### src/tcs_pkg.sv
// Package for the tick-driven CPU scheduler: sizes, codes and shared types.
// Used by the channel interfaces and by every module of the scheduler.
package tcs_pkg;

	// Slot count and derived index widths.
	localparam int NUM_SLOTS  = 4;
	localparam int SLOT_W     = (NUM_SLOTS > 1) ? $clog2(NUM_SLOTS) : 1;
	localparam int FREE_W     = $clog2(NUM_SLOTS + 1);

	// Field widths.
	localparam int WORK_W     = 16;
	localparam int WAIT_W     = 32;
	localparam int QUANT_W    = 8;
	localparam int MODE_W     = 2;
	localparam int OSLOT_W    = 2;
	localparam int SUM_W      = WAIT_W + $clog2(NUM_SLOTS);
	localparam int CFG_IDX_W  = 1;
	localparam int CFG_DATA_W = 8;

	// Scheduling policies.
	typedef enum logic [MODE_W-1:0] {
		MODE_RR   = 2'd0,
		MODE_FCFS = 2'd1,
		MODE_SJF  = 2'd2,
		MODE_SRTF = 2'd3
	} policy_t;

	// Request action codes.
	localparam logic ACT_TICK    = 1'b0;
	localparam logic ACT_ARRIVAL = 1'b1;

	// Configuration register indexes and reset values.
	localparam logic [CFG_IDX_W-1:0] CFG_POLICY_MODE  = 1'd0;
	localparam logic [CFG_IDX_W-1:0] CFG_TIME_QUANTUM = 1'd1;
	localparam logic [QUANT_W-1:0]   QUANT_DEFAULT    = 8'd4;

	typedef logic [SLOT_W-1:0]                  slot_t;
	typedef logic [NUM_SLOTS-1:0][WORK_W-1:0]   work_arr_t;
	typedef logic [NUM_SLOTS-1:0][WAIT_W-1:0]   wait_arr_t;

	// Selection handed from the picker to the state block.
	typedef struct packed {
		slot_t slot;
		logic  reload;
	} pick_t;

	// One result item.
	typedef struct packed {
		logic [OSLOT_W-1:0] running_slot;
		logic [WORK_W-1:0]  running_left;
		logic               switched;
		logic               all_done;
		logic               arrival_dropped;
		logic [WAIT_W-1:0]  total_wait;
	} rsp_t;

endpackage

### src/tcs_if.sv
// Valid/ready channel interfaces for scheduler requests and results.
// Depends on tcs_pkg for the field widths.
interface tcs_req_if;
	import tcs_pkg::*;

	logic              valid;
	logic              ready;
	logic              action;
	logic [WORK_W-1:0] burst_length;

	modport source (output valid, output action, output burst_length, input ready);
	modport sink (input valid, input action, input burst_length, output ready);
endinterface

interface tcs_rsp_if;
	import tcs_pkg::*;

	logic               valid;
	logic               ready;
	logic [OSLOT_W-1:0] running_slot;
	logic [WORK_W-1:0]  running_left;
	logic               switched;
	logic               all_done;
	logic               arrival_dropped;
	logic [WAIT_W-1:0]  total_wait;

	modport source (output valid, output running_slot, output running_left, output switched,
		output all_done, output arrival_dropped, output total_wait, input ready);
	modport sink (input valid, input running_slot, input running_left, input switched,
		input all_done, input arrival_dropped, input total_wait, output ready);
endinterface

### src/tick_cpu_scheduler.sv
// Tick-driven CPU scheduler top level: request register, state update, result register.
// An accepted request is held in the input register and moves into the result register when
// that register is free or being emptied; throughput is one request per cycle while rsp.ready stays high.
// Reset (arst_n low) clears all slots, wait counters, the current slot and the quantum,
// and sets policy_mode to first come first served and time_quantum to 4.
// Depends on tcs_pkg, tcs_if and tcs_core.
module tick_cpu_scheduler (
	input  logic                              clk,
	input  logic                              arst_n,
	input  logic                              cfg_we,
	input  logic [tcs_pkg::CFG_IDX_W-1:0]     cfg_index,
	input  logic [tcs_pkg::CFG_DATA_W-1:0]    cfg_data,
	tcs_req_if.sink                           req,
	tcs_rsp_if.source                         rsp
);
	import tcs_pkg::*;

	policy_t            mode_q;
	logic [QUANT_W-1:0] quantum_q;
	logic               valid_s1;
	logic               action_s1;
	logic [WORK_W-1:0]  burst_s1;
	logic               advance;
	logic               out_valid_q;
	rsp_t               core_rsp;
	rsp_t               rsp_q;

	// Configuration registers.
	always_ff @(posedge clk or negedge arst_n) begin
		if (!arst_n) begin
			mode_q    <= MODE_FCFS;
			quantum_q <= QUANT_DEFAULT;
		end else if (cfg_we) begin
			unique case (cfg_index)
				CFG_POLICY_MODE:  mode_q    <= policy_t'(cfg_data[MODE_W-1:0]);
				CFG_TIME_QUANTUM: quantum_q <= cfg_data[QUANT_W-1:0];
				default:          mode_q    <= mode_q;
			endcase
		end
	end

	// The held request moves on when the result register is free or being emptied.
	assign advance   = valid_s1 && (!out_valid_q || rsp.ready);
	assign req.ready = !valid_s1 || advance;

	// Input register.
	always_ff @(posedge clk or negedge arst_n) begin
		if (!arst_n) begin
			valid_s1 <= 1'b0;
		end else if (req.valid && req.ready) begin
			valid_s1 <= 1'b1;
		end else if (advance) begin
			valid_s1 <= 1'b0;
		end
	end

	always_ff @(posedge clk) begin
		if (req.valid && req.ready) begin
			action_s1 <= req.action;
			burst_s1  <= req.burst_length;
		end
	end

	tcs_core u_core (
		.clk          (clk),
		.arst_n       (arst_n),
		.en           (advance),
		.action       (action_s1),
		.burst_length (burst_s1),
		.mode         (mode_q),
		.quantum      (quantum_q),
		.rsp          (core_rsp)
	);

	// Result register.
	always_ff @(posedge clk or negedge arst_n) begin
		if (!arst_n) begin
			out_valid_q <= 1'b0;
		end else if (advance) begin
			out_valid_q <= 1'b1;
		end else if (rsp.ready) begin
			out_valid_q <= 1'b0;
		end
	end

	always_ff @(posedge clk) begin
		if (advance) begin
			rsp_q <= core_rsp;
		end
	end

	assign rsp.valid           = out_valid_q;
	assign rsp.running_slot    = rsp_q.running_slot;
	assign rsp.running_left    = rsp_q.running_left;
	assign rsp.switched        = rsp_q.switched;
	assign rsp.all_done        = rsp_q.all_done;
	assign rsp.arrival_dropped = rsp_q.arrival_dropped;
	assign rsp.total_wait      = rsp_q.total_wait;

endmodule

### src/tcs_pick.sv
// Slot selection for one tick under the active scheduling policy.
// Depends on tcs_pkg; purely combinational.
module tcs_pick (
	input  tcs_pkg::policy_t              mode,
	input  tcs_pkg::work_arr_t            work,
	input  tcs_pkg::slot_t                cur,
	input  logic [tcs_pkg::QUANT_W-1:0]   quantum_left,
	output tcs_pkg::pick_t                pick
);
	import tcs_pkg::*;

	logic [NUM_SLOTS-1:0] busy;
	slot_t                rr_same;
	slot_t                rr_next;
	slot_t                lowest;
	slot_t                shortest;

	// First busy slot searching cyclically from start (start is at most NUM_SLOTS).
	function automatic slot_t first_cyclic(input logic [SLOT_W:0] start,
		input logic [NUM_SLOTS-1:0] b);
		logic [SLOT_W:0] idx;
		slot_t           res;
		if (start >= (SLOT_W+1)'(NUM_SLOTS)) begin
			idx = start - (SLOT_W+1)'(NUM_SLOTS);
		end else begin
			idx = start;
		end
		res = idx[SLOT_W-1:0];
		for (int k = NUM_SLOTS - 1; k >= 0; k--) begin
			idx = start + (SLOT_W+1)'(k);
			if (idx >= (SLOT_W+1)'(NUM_SLOTS)) begin
				idx = idx - (SLOT_W+1)'(NUM_SLOTS);
			end
			if (b[idx[SLOT_W-1:0]]) begin
				res = idx[SLOT_W-1:0];
			end
		end
		return res;
	endfunction

	always_comb begin
		for (int i = 0; i < NUM_SLOTS; i++) begin
			busy[i] = (work[i] != '0);
		end
	end

	// Cyclic searches for round robin and the lowest busy slot for FCFS.
	assign rr_same = first_cyclic({1'b0, cur}, busy);
	assign rr_next = first_cyclic({1'b0, cur} + (SLOT_W+1)'(1), busy);
	assign lowest  = first_cyclic('0, busy);

	// Least remaining work among busy slots; ties keep the lower index.
	always_comb begin
		logic [WORK_W:0] best_v;
		best_v   = {1'b1, {WORK_W{1'b0}}};
		shortest = '0;
		for (int i = 0; i < NUM_SLOTS; i++) begin
			if (busy[i] && ({1'b0, work[i]} < best_v)) begin
				best_v   = {1'b0, work[i]};
				shortest = SLOT_W'(i);
			end
		end
	end

	// Policy decision.
	always_comb begin
		pick.slot   = cur;
		pick.reload = 1'b0;
		unique case (mode)
			MODE_RR: begin
				if (!busy[cur]) begin
					pick.slot   = rr_same;
					pick.reload = 1'b1;
				end else if (quantum_left == '0) begin
					pick.slot   = rr_next;
					pick.reload = 1'b1;
				end
			end
			MODE_FCFS: begin
				if (!busy[cur]) begin
					pick.slot = lowest;
				end
			end
			MODE_SJF: begin
				if (!busy[cur]) begin
					pick.slot = shortest;
				end
			end
			MODE_SRTF: begin
				pick.slot = shortest;
			end
			default: begin
				pick.slot = cur;
			end
		endcase
	end

endmodule

### src/tcs_core.sv
// Scheduler state (slot work, wait counters, current slot, quantum) and its update.
// Depends on tcs_pkg and tcs_pick; forms one result from the request at its input.
module tcs_core (
	input  logic                          clk,
	input  logic                          arst_n,
	input  logic                          en,
	input  logic                          action,
	input  logic [tcs_pkg::WORK_W-1:0]    burst_length,
	input  tcs_pkg::policy_t              mode,
	input  logic [tcs_pkg::QUANT_W-1:0]   quantum,
	output tcs_pkg::rsp_t                 rsp
);
	import tcs_pkg::*;

	work_arr_t          work_q;
	work_arr_t          work_n;
	wait_arr_t          wait_q;
	wait_arr_t          wait_n;
	slot_t              cur_q;
	slot_t              cur_n;
	logic [QUANT_W-1:0] ql_q;
	logic [QUANT_W-1:0] ql_n;
	logic [QUANT_W-1:0] eff_q;
	logic [QUANT_W-1:0] ql_base;
	logic [FREE_W-1:0]  free_q;
	logic [FREE_W-1:0]  free_n;
	logic               any_work;
	logic               any_left;
	logic               switched;
	logic               dropped;
	logic [SUM_W-1:0]   wait_sum;
	logic [SLOT_W+1:0]  cur_ext;
	pick_t              pick;

	tcs_pick u_pick (
		.mode         (mode),
		.work         (work_q),
		.cur          (cur_q),
		.quantum_left (ql_q),
		.pick         (pick)
	);

	always_comb begin
		any_work = 1'b0;
		for (int i = 0; i < NUM_SLOTS; i++) begin
			any_work = any_work | (work_q[i] != '0);
		end
	end

	// A quantum of zero behaves as one.
	assign eff_q   = (quantum == '0) ? QUANT_W'(1) : quantum;
	assign ql_base = pick.reload ? eff_q : ql_q;

	// Next state for an arrival or a tick.
	always_comb begin
		work_n   = work_q;
		wait_n   = wait_q;
		cur_n    = cur_q;
		ql_n     = ql_q;
		free_n   = free_q;
		switched = 1'b0;
		dropped  = 1'b0;
		if (action == ACT_ARRIVAL) begin
			if (free_q < FREE_W'(NUM_SLOTS)) begin
				if (!any_work) begin
					ql_n = eff_q;
				end
				work_n[free_q[SLOT_W-1:0]] = burst_length;
				free_n = free_q + FREE_W'(1);
			end else begin
				dropped = 1'b1;
			end
		end else if (any_work) begin
			if (mode == MODE_RR) begin
				ql_n = ql_base - QUANT_W'(1);
			end
			for (int i = 0; i < NUM_SLOTS; i++) begin
				if ((SLOT_W'(i) != pick.slot) && (work_q[i] != '0) && (wait_q[i] != '1)) begin
					wait_n[i] = wait_q[i] + WAIT_W'(1);
				end
			end
			work_n[pick.slot] = work_q[pick.slot] - WORK_W'(1);
			switched = (pick.slot != cur_q);
			cur_n    = pick.slot;
		end
	end

	// Result fields taken from the updated state.
	always_comb begin
		any_left = 1'b0;
		wait_sum = '0;
		for (int i = 0; i < NUM_SLOTS; i++) begin
			any_left = any_left | (work_n[i] != '0);
			wait_sum = wait_sum + SUM_W'(wait_n[i]);
		end
	end

	assign cur_ext = {2'b00, cur_n};

	always_comb begin
		rsp.running_slot    = cur_ext[OSLOT_W-1:0];
		rsp.running_left    = work_n[cur_n];
		rsp.switched        = switched;
		rsp.all_done        = !any_left;
		rsp.arrival_dropped = dropped;
		rsp.total_wait      = (wait_sum > SUM_W'({WAIT_W{1'b1}})) ? '1 : wait_sum[WAIT_W-1:0];
	end

	// State registers.
	always_ff @(posedge clk or negedge arst_n) begin
		if (!arst_n) begin
			work_q <= '0;
			wait_q <= '0;
			cur_q  <= '0;
			ql_q   <= '0;
			free_q <= '0;
		end else if (en) begin
			work_q <= work_n;
			wait_q <= wait_n;
			cur_q  <= cur_n;
			ql_q   <= ql_n;
			free_q <= free_n;
		end
	end

endmodule

### src/flat_wrapper.sv
// flat-port wrapper written by rule: the top's interface ports become plain ports
module tick_cpu_scheduler_flat import tcs_pkg::*;
  (clk, arst_n, cfg_we, cfg_index, cfg_data, req_valid, req_action, req_burst_length, req_ready, rsp_valid, rsp_running_slot, rsp_running_left, rsp_switched, rsp_all_done, rsp_arrival_dropped, rsp_total_wait, rsp_ready);
  tcs_req_if req_i ();
  tcs_rsp_if rsp_i ();
  input  logic clk;
  input  logic arst_n;
  input  logic cfg_we;
  input  logic [tcs_pkg::CFG_IDX_W-1:0] cfg_index;
  input  logic [tcs_pkg::CFG_DATA_W-1:0] cfg_data;
  input wire logic [$bits(req_i.valid)-1:0] req_valid;
  input wire logic [$bits(req_i.action)-1:0] req_action;
  input wire logic [$bits(req_i.burst_length)-1:0] req_burst_length;
  output wire logic [$bits(req_i.ready)-1:0] req_ready;
  output wire logic [$bits(rsp_i.valid)-1:0] rsp_valid;
  output wire logic [$bits(rsp_i.running_slot)-1:0] rsp_running_slot;
  output wire logic [$bits(rsp_i.running_left)-1:0] rsp_running_left;
  output wire logic [$bits(rsp_i.switched)-1:0] rsp_switched;
  output wire logic [$bits(rsp_i.all_done)-1:0] rsp_all_done;
  output wire logic [$bits(rsp_i.arrival_dropped)-1:0] rsp_arrival_dropped;
  output wire logic [$bits(rsp_i.total_wait)-1:0] rsp_total_wait;
  input wire logic [$bits(rsp_i.ready)-1:0] rsp_ready;
  assign req_i.valid = req_valid;
  assign req_i.action = req_action;
  assign req_i.burst_length = req_burst_length;
  assign req_ready = req_i.ready;
  assign rsp_valid = rsp_i.valid;
  assign rsp_running_slot = rsp_i.running_slot;
  assign rsp_running_left = rsp_i.running_left;
  assign rsp_switched = rsp_i.switched;
  assign rsp_all_done = rsp_i.all_done;
  assign rsp_arrival_dropped = rsp_i.arrival_dropped;
  assign rsp_total_wait = rsp_i.total_wait;
  assign rsp_i.ready = rsp_ready;
  tick_cpu_scheduler u_core (.clk(clk), .arst_n(arst_n), .cfg_we(cfg_we), .cfg_index(cfg_index), .cfg_data(cfg_data), .req(req_i), .rsp(rsp_i));
endmodule
### config.mk
export PLATFORM = sky130hd
export DESIGN_NAME = tick_cpu_scheduler_flat
export DESIGN_NICKNAME = d
export VERILOG_FILES = /design/src/tcs_pkg.sv /design/src/tcs_if.sv /design/src/tick_cpu_scheduler.sv /design/src/tcs_pick.sv /design/src/tcs_core.sv /design/src/flat_wrapper.sv
export SDC_FILE = /design/constraint.sdc
export NUM_CORES = 1
export LEC_CHECK = 0
export BUFFER_PORTS_ARGS = -buffer_cell sky130_fd_sc_hd__clkbuf_2
export CAP_MARGIN = 25
export CORE_UTILIZATION = 53
export CTS_CLUSTER_SIZE = 14
export DETAILED_ROUTE_END_ITERATION = 12
export GPL_ROUTABILITY_DRIVEN = 0
export PLACE_DENSITY = 0.7
export SLEW_MARGIN = 20
export SYNTH_ARGS = -nofsm -noshare
export SYNTH_HDL_FRONTEND = slang
export SYNTH_SLANG_ARGS = --single-unit
### constraint.sdc
create_clock -name clk -period 17.17 [get_ports clk]
set_input_delay 1.717 -clock clk [delete_from_list [all_inputs] [get_ports clk]]
set_output_delay 1.717 -clock clk [all_outputs]
set_load 0.1 [all_outputs]
======== Yosys cells after proc, flatten, opt, wreduce, memory -nomap -nowiden ========
Cells that the tools add are included.
cells by class
  mux-type cells .......................... 80
  reductions and logical operators ........ 41
  order comparisons ....................... 25
  bitwise operators ....................... 8
  equality and inequality tests ........... 13
  add/sub/neg operators ................... 23
operator list
  kind                   number
  $mux 128               2
  $mux 64                3
  $add 32x1->32 const B  4
  $bwmux 64              2
  $mux 32                4
  $ne 32x32->1 const B   4
  $reduce_bool 16->1     8
  $bmux 16 s2            2
  $demux 16 s2           2
  $mux 16                4
  $mux 8                 7
  $lt 16x17->1           3
  $mux 17                3
  $mux 2                 25
  $add 33x32->34         1
  $add 34x32->34         1
  $gt 34x32->1 const B   1
  $add 32x32->33         1
  $lt 2x3->1 const B     11
  $ge 3x3->1 const B     6
  $bmux 1 s2             8
  $logic_not 8->1        2
  $sub 16x1->16 const B  1
  $logic_and 1x1->1      15
  28 further kinds       70
word-level totals
  logic and storage cells ................. 213
  flip-flop bits (word level) ............. 287
  output and inout bits ................... 55
  bits of input ports ..................... 31

======== Logic depth before layout (Yosys ltp) ========
  depth after elaboration ................. 25
  depth in mapped cells ................... 62
  mapped depth without buffers ............ 54

======== Cells and area by module ========
A second synthesis with hierarchy kept.
unflattened totals
  cells, all modules ...................... 2573
  area total of the unflattened synthesis .. 23089.6 um^2
modules (own cells, without submodules)
  module              times used  seq. area each (um^2)  area an instance (um^2)  cells each
  tcs_core            1           5129.9                 18216.2                  2183
  tick_cpu_scheduler  1           2404.8                 2606.2                   100
  tcs_pick            1           0.0                    2267.2                   290

======== Least setup slack after synthesis ========
OpenSTA, ideal clock, no wires.
  path type ............................... register to register
  start point ............................. register u_core.u_core.work_q[18] in the netlist's numbering
  end point ............................... register u_core.rsp_q (netlist bit u_core.rsp.total_wait[3]) (data pin)
  setup time .............................. 0.274 ns
  cell stages (with the launch flop) ...... 60
  period minus slack after synthesis ...... 12.388 ns
  setup slack ............................. 4.782 ns
  arrival ................................. 12.114 ns
  required time ........................... 16.896 ns
  buffers on the path ..................... 6
  cells stage by stage .................... dfrtp_1 ha_1 a21o_1 a31oi_1 o21ai_0 a31oi_1 o21a_4 clkbuf_1 nor2_1 a21oi_1 ha_1 a21o_1 a221o_1 a21oi_1 a22oi_2 nor2_1 nand2_1 clkbuf_1 [24 not listed] ha_1 a21o_1 a21oi_1 o21a_1 a31oi_1 a2111oi_0 o31ai_1 o41a_1 nand4_1 a41oi_1 o211a_1 o21a_1 o21a_1 mux2_2 or3_1 a21oi_1 clkbuf_1 o21ai_0
RTL lines
  what                    line                      text
  start, declared         tcs_core.sv:15            work_arr_t work_q;
  start signal, assigned  tcs_core.sv:118           work_q <= work_n;
  end signal, assigned    tick_cpu_scheduler.sv:88  rsp_q <= core_rsp;
  end, declared           tick_cpu_scheduler.sv:26  rsp_t rsp_q;

==> metrics.md <==
| Metric | Value |
|---|---|
| Status | `finished, final reports clean` |
| Yosys warns | `0` |
| Resize count post-CTS | `0` |
| NumNets Final | `2,742` |
| Max Fclk | `just under 70 MHz` |
| Post-CTS setup buffer count | `0` |
| Vias per inst | `between 6 and 7` |
| Critical path buffers and inverters | `2` |
| Drt initial violations | `between 2,000 and 2,500` |
| Num rows | `73` |
| First-pass GRT wire length | `about 110,000 um` |
| DRC | `0` |
| Layout fillers | `between 3,000 and 4,000` |
| I/O Buffers | `85` |
| DIE WIDTH | `205 um` |
| Sink Count | `287` |
| TritonRoute pass-1 iters | `7` |
| CTS H-Tree Depth | `2` |
| Post-synth top cells | `381 x nand2_1, 230 x nor2_1, 215 x dfrtp_1, 158 x o21ai_0, 156 x xnor2_1` |
| Initial Util | `0.543` |
| Worst R2R Setup Slack | `2370 ps` |
| Relative slew slack | `0.271` |
| TNS Setup | `0 ps` |
| CP arrival | `about 15,000 ps` |
| Final hold slack | `505 ps` |
| GRT Util Overall | `0.324` |
| Mapped Area | `21,800 um2` |
| Setup violators final | `0` |
| Slew @ Worst Pin | `1090 ps` |
| Die area | `roughly 42,000 um2` |
| Syn Area/Cell | `8.67 um2` |
| RSZ-0062 raised after global routing | `false` |
| Worst-path maximum fanout | `33` |
| Type of the worst min-delay path | `flip-flop to flip-flop` |
| Ports | `between 80 and 90` |
| CTS tree | `done` |
| CTS buffer count | `36` |
| Syn_nets | `2,701` |
| Required time worst endpoint | `17,470 ps` |
| Leak | `10.9 nW` |
| Min cycle time layout | `14,800 ps` |
| Yosys top cell area share | `0.247` |
| Sequential fraction of the synthesis area | `0.345` |
| CTS clk-pin slew, worst paths | `60 ps` |
| Final hold vios | `0` |
| CTS Root Buffer Type | `clkbuf_16` |
| CP Class | `flip-flop to flip-flop` |
| PwrDens | `~220 nW/um2` |
| Max-Cap Viols | `0` |
| Crit end category | `flip-flop` |
| Slowest cell on the critical path | `a2111oi_0` |
| Die H | `around 200 um` |
| CP most frequent cell | `nor2_1` |
| N_diodes | `0` |
| Setup WS pre-CTS | `2760 ps` |
| Initial antenna violation count | `1` |
| Layout cell share with drive strength beyond 1 | `0.0971` |
| Via count | `19,300` |
| Post-synth cell types | `100` |
| FF+latch count, synth | `287` |
| Max incr delay on CP | `810 ps` |
| Clock skew | `33.4 ps` |
| Area leader, netlist | `dfrtp_1` |
| Placed insts | `3,044` |
| WL final | `66,600 um` |
| Async SR Flop Fraction | `0.756` |
| Placeable Area | `around 40,000 um2` |
| Vias in the first global route | `19,100` |
| P&R area growth vs syn | `9.56%` |
| Hpwl dp | `48,000 um` |
| Critical Path Source Type | `flip-flop` |
| Gate Count Post-Synth | `between 2,000 and 3,000` |
| Worst path top cell family by delay | `compound AO/OA/AOI/OAI gates` |
| ANT nets after route | `0` |
| Pins Over Slew Limit | `0` |
| VDD IR-drop max | `0.157 mV` |
| Clk_lat worst skew | `590 ps` |
| Post-synth EDFFs | `70` |
| Count leader, synth | `nand2_1` |
| Hold Buf Count CTS | `0` |
| Final WS setup | `between 2000 and 2500 ps` |
| Total gr overflow | `0` |
| Max Buffers Root-to-Sink | `3` |
| Cell Count, Final, Fillers Out | `~3,100` |
| Synth top area cells | `dfrtp_1 25%, edfxtp_1 9.6%, nand2_1 6.6%` |
| Wire per inst | `21.4 um` |
| Final Cycle Share | `0.862` |
| Largest net degree at the start of global routing | `95` |
| Main synth FF type | `dfrtp_1` |
cell families (layout without fill, tap and decap cells):
logic type | count (synthesis) | in the layout | share of synthesized area
flip-flops | 287 | 287 | 0.345
multiplexers | 38 | 38 | 0.0191
buffers and inverters | 256 | 325 | 0.0475
AO/OA/AOI/OAI | 494 | 494 | 0.148
XOR/XNOR | 290 | 290 | 0.116
adder cells (fa/ha/maj) | 153 | 153 | 0.110
AND/OR/NAND/NOR | 999 | 999 | 0.214
final cells by class:
cell class                      count  area, um2  area share
Tap cell                          525        657      0.0275
Multi-Input combinational cell   1974      13300       0.555
Inverter                          150        566      0.0237
Clock inverter                     15        199     0.00832
Clock buffer                       51       1040      0.0435
Timing Repair Buffer              109        633      0.0265
Sequential cell                   287       7530       0.315
path summary, 6_finish.rpt:
check,startpoint,endpoint,depth (start not counted)
min reg2reg,u_core.u_core.wait_q[8]$_DFFE_PN0P_,u_core.u_core.wait_q[8]$_DFFE_PN0P_,1
max reg2reg,u_core.u_core.work_q[11]$_DFFE_PN0P_,u_core.rsp.total_wait[5]$_SDFFCE_PN1P_,51
min in group asynchronous,arst_n,u_core.quantum_q[7]$_DFFE_PN0P_,1
max in group asynchronous,arst_n,u_core.u_core.wait_q[107]$_DFFE_PN0P_,3
max,u_core.u_core.work_q[11]$_DFFE_PN0P_,u_core.rsp.total_wait[5]$_SDFFCE_PN1P_,51
min,u_core.u_core.wait_q[8]$_DFFE_PN0P_,u_core.u_core.wait_q[8]$_DFFE_PN0P_,1
cell usage in the layout (no fill, tap or decap), types with 18 or more instances in the layout:
cell       count
nor2_1       230
dfrtp_1      215
buf_4         22
o21ai_0      158
nand2_1      380
fa_1          64
inv_1        147
clkbuf_2      85
o22a_1        19
nand4_1       43
ha_1          89
nand3_1      110
mux2i_1       18
nor3_1        45
mux2_2        19
nand2b_1      31
xnor2_1      156
edfxtp_1      70
and3_1        48
xor2_1       134
a21o_1        18
a21oi_1      120
clkbuf_16     39
through the flow:
stage / instance area, um2 / power, mW / util
after floorplan: 21800 / 3.39 / -
after global placement: 22600 / 4.20 / 0.563
after detailed placement: 22700 / 4.27 / 0.564
after CTS: 23900 / 5.10 / 0.595
after global routing: 23900 / 5.51 / 0.595
final: 23900 / 5.21 / 0.595
metal layers:
metal / GRT usage / wire (um) / up-vias
li1: - / - / 8788
met1: 0.407 / 26400 / 9297
met2: 0.521 / 30800 / 945
met3: 0.0682 / 5580 / 271
met4: 0.173 / 3780 / 2
met5: 0 / 13 / -
power breakdown:
group          internal (mW)  switching (mW)
Clock                  0.487           0.323
Combinational           1.07            2.21
Sequential             0.890           0.230
Total                   2.45            2.77
flip-flops by register name, summed over array words and instances, names as in the netlist, 2 cells and up:
register / count
u_core.u_core.free_q: 3
u_core.u_core.ql_q: 8
u_core.quantum_q: 8
u_core.rsp.running_slot: 2
u_core.u_core.cur_q: 2
u_core.burst_s1: 16
u_core.rsp.total_wait: 32
u_core.rsp.running_left: 16
u_core.mode_q: 2
u_core.u_core.wait_q: 128
u_core.u_core.work_q: 64
worst reg2reg max path: cells and delay by family (launching register included):
| kind | cells | cell delay [ps] |
|---|---|---|
| mux | 1 | 260 |
| fa+ha+maj | 5 | 1920 |
| buf+inv | 2 | 700 |
| simple gates | 15 | 4130 |
| xor+xnor | 1 | 260 |
| flops | 1 | 400 |
| compound gates | 27 | 6810 |
Note: power is estimated with default switching activity, not from simulation.
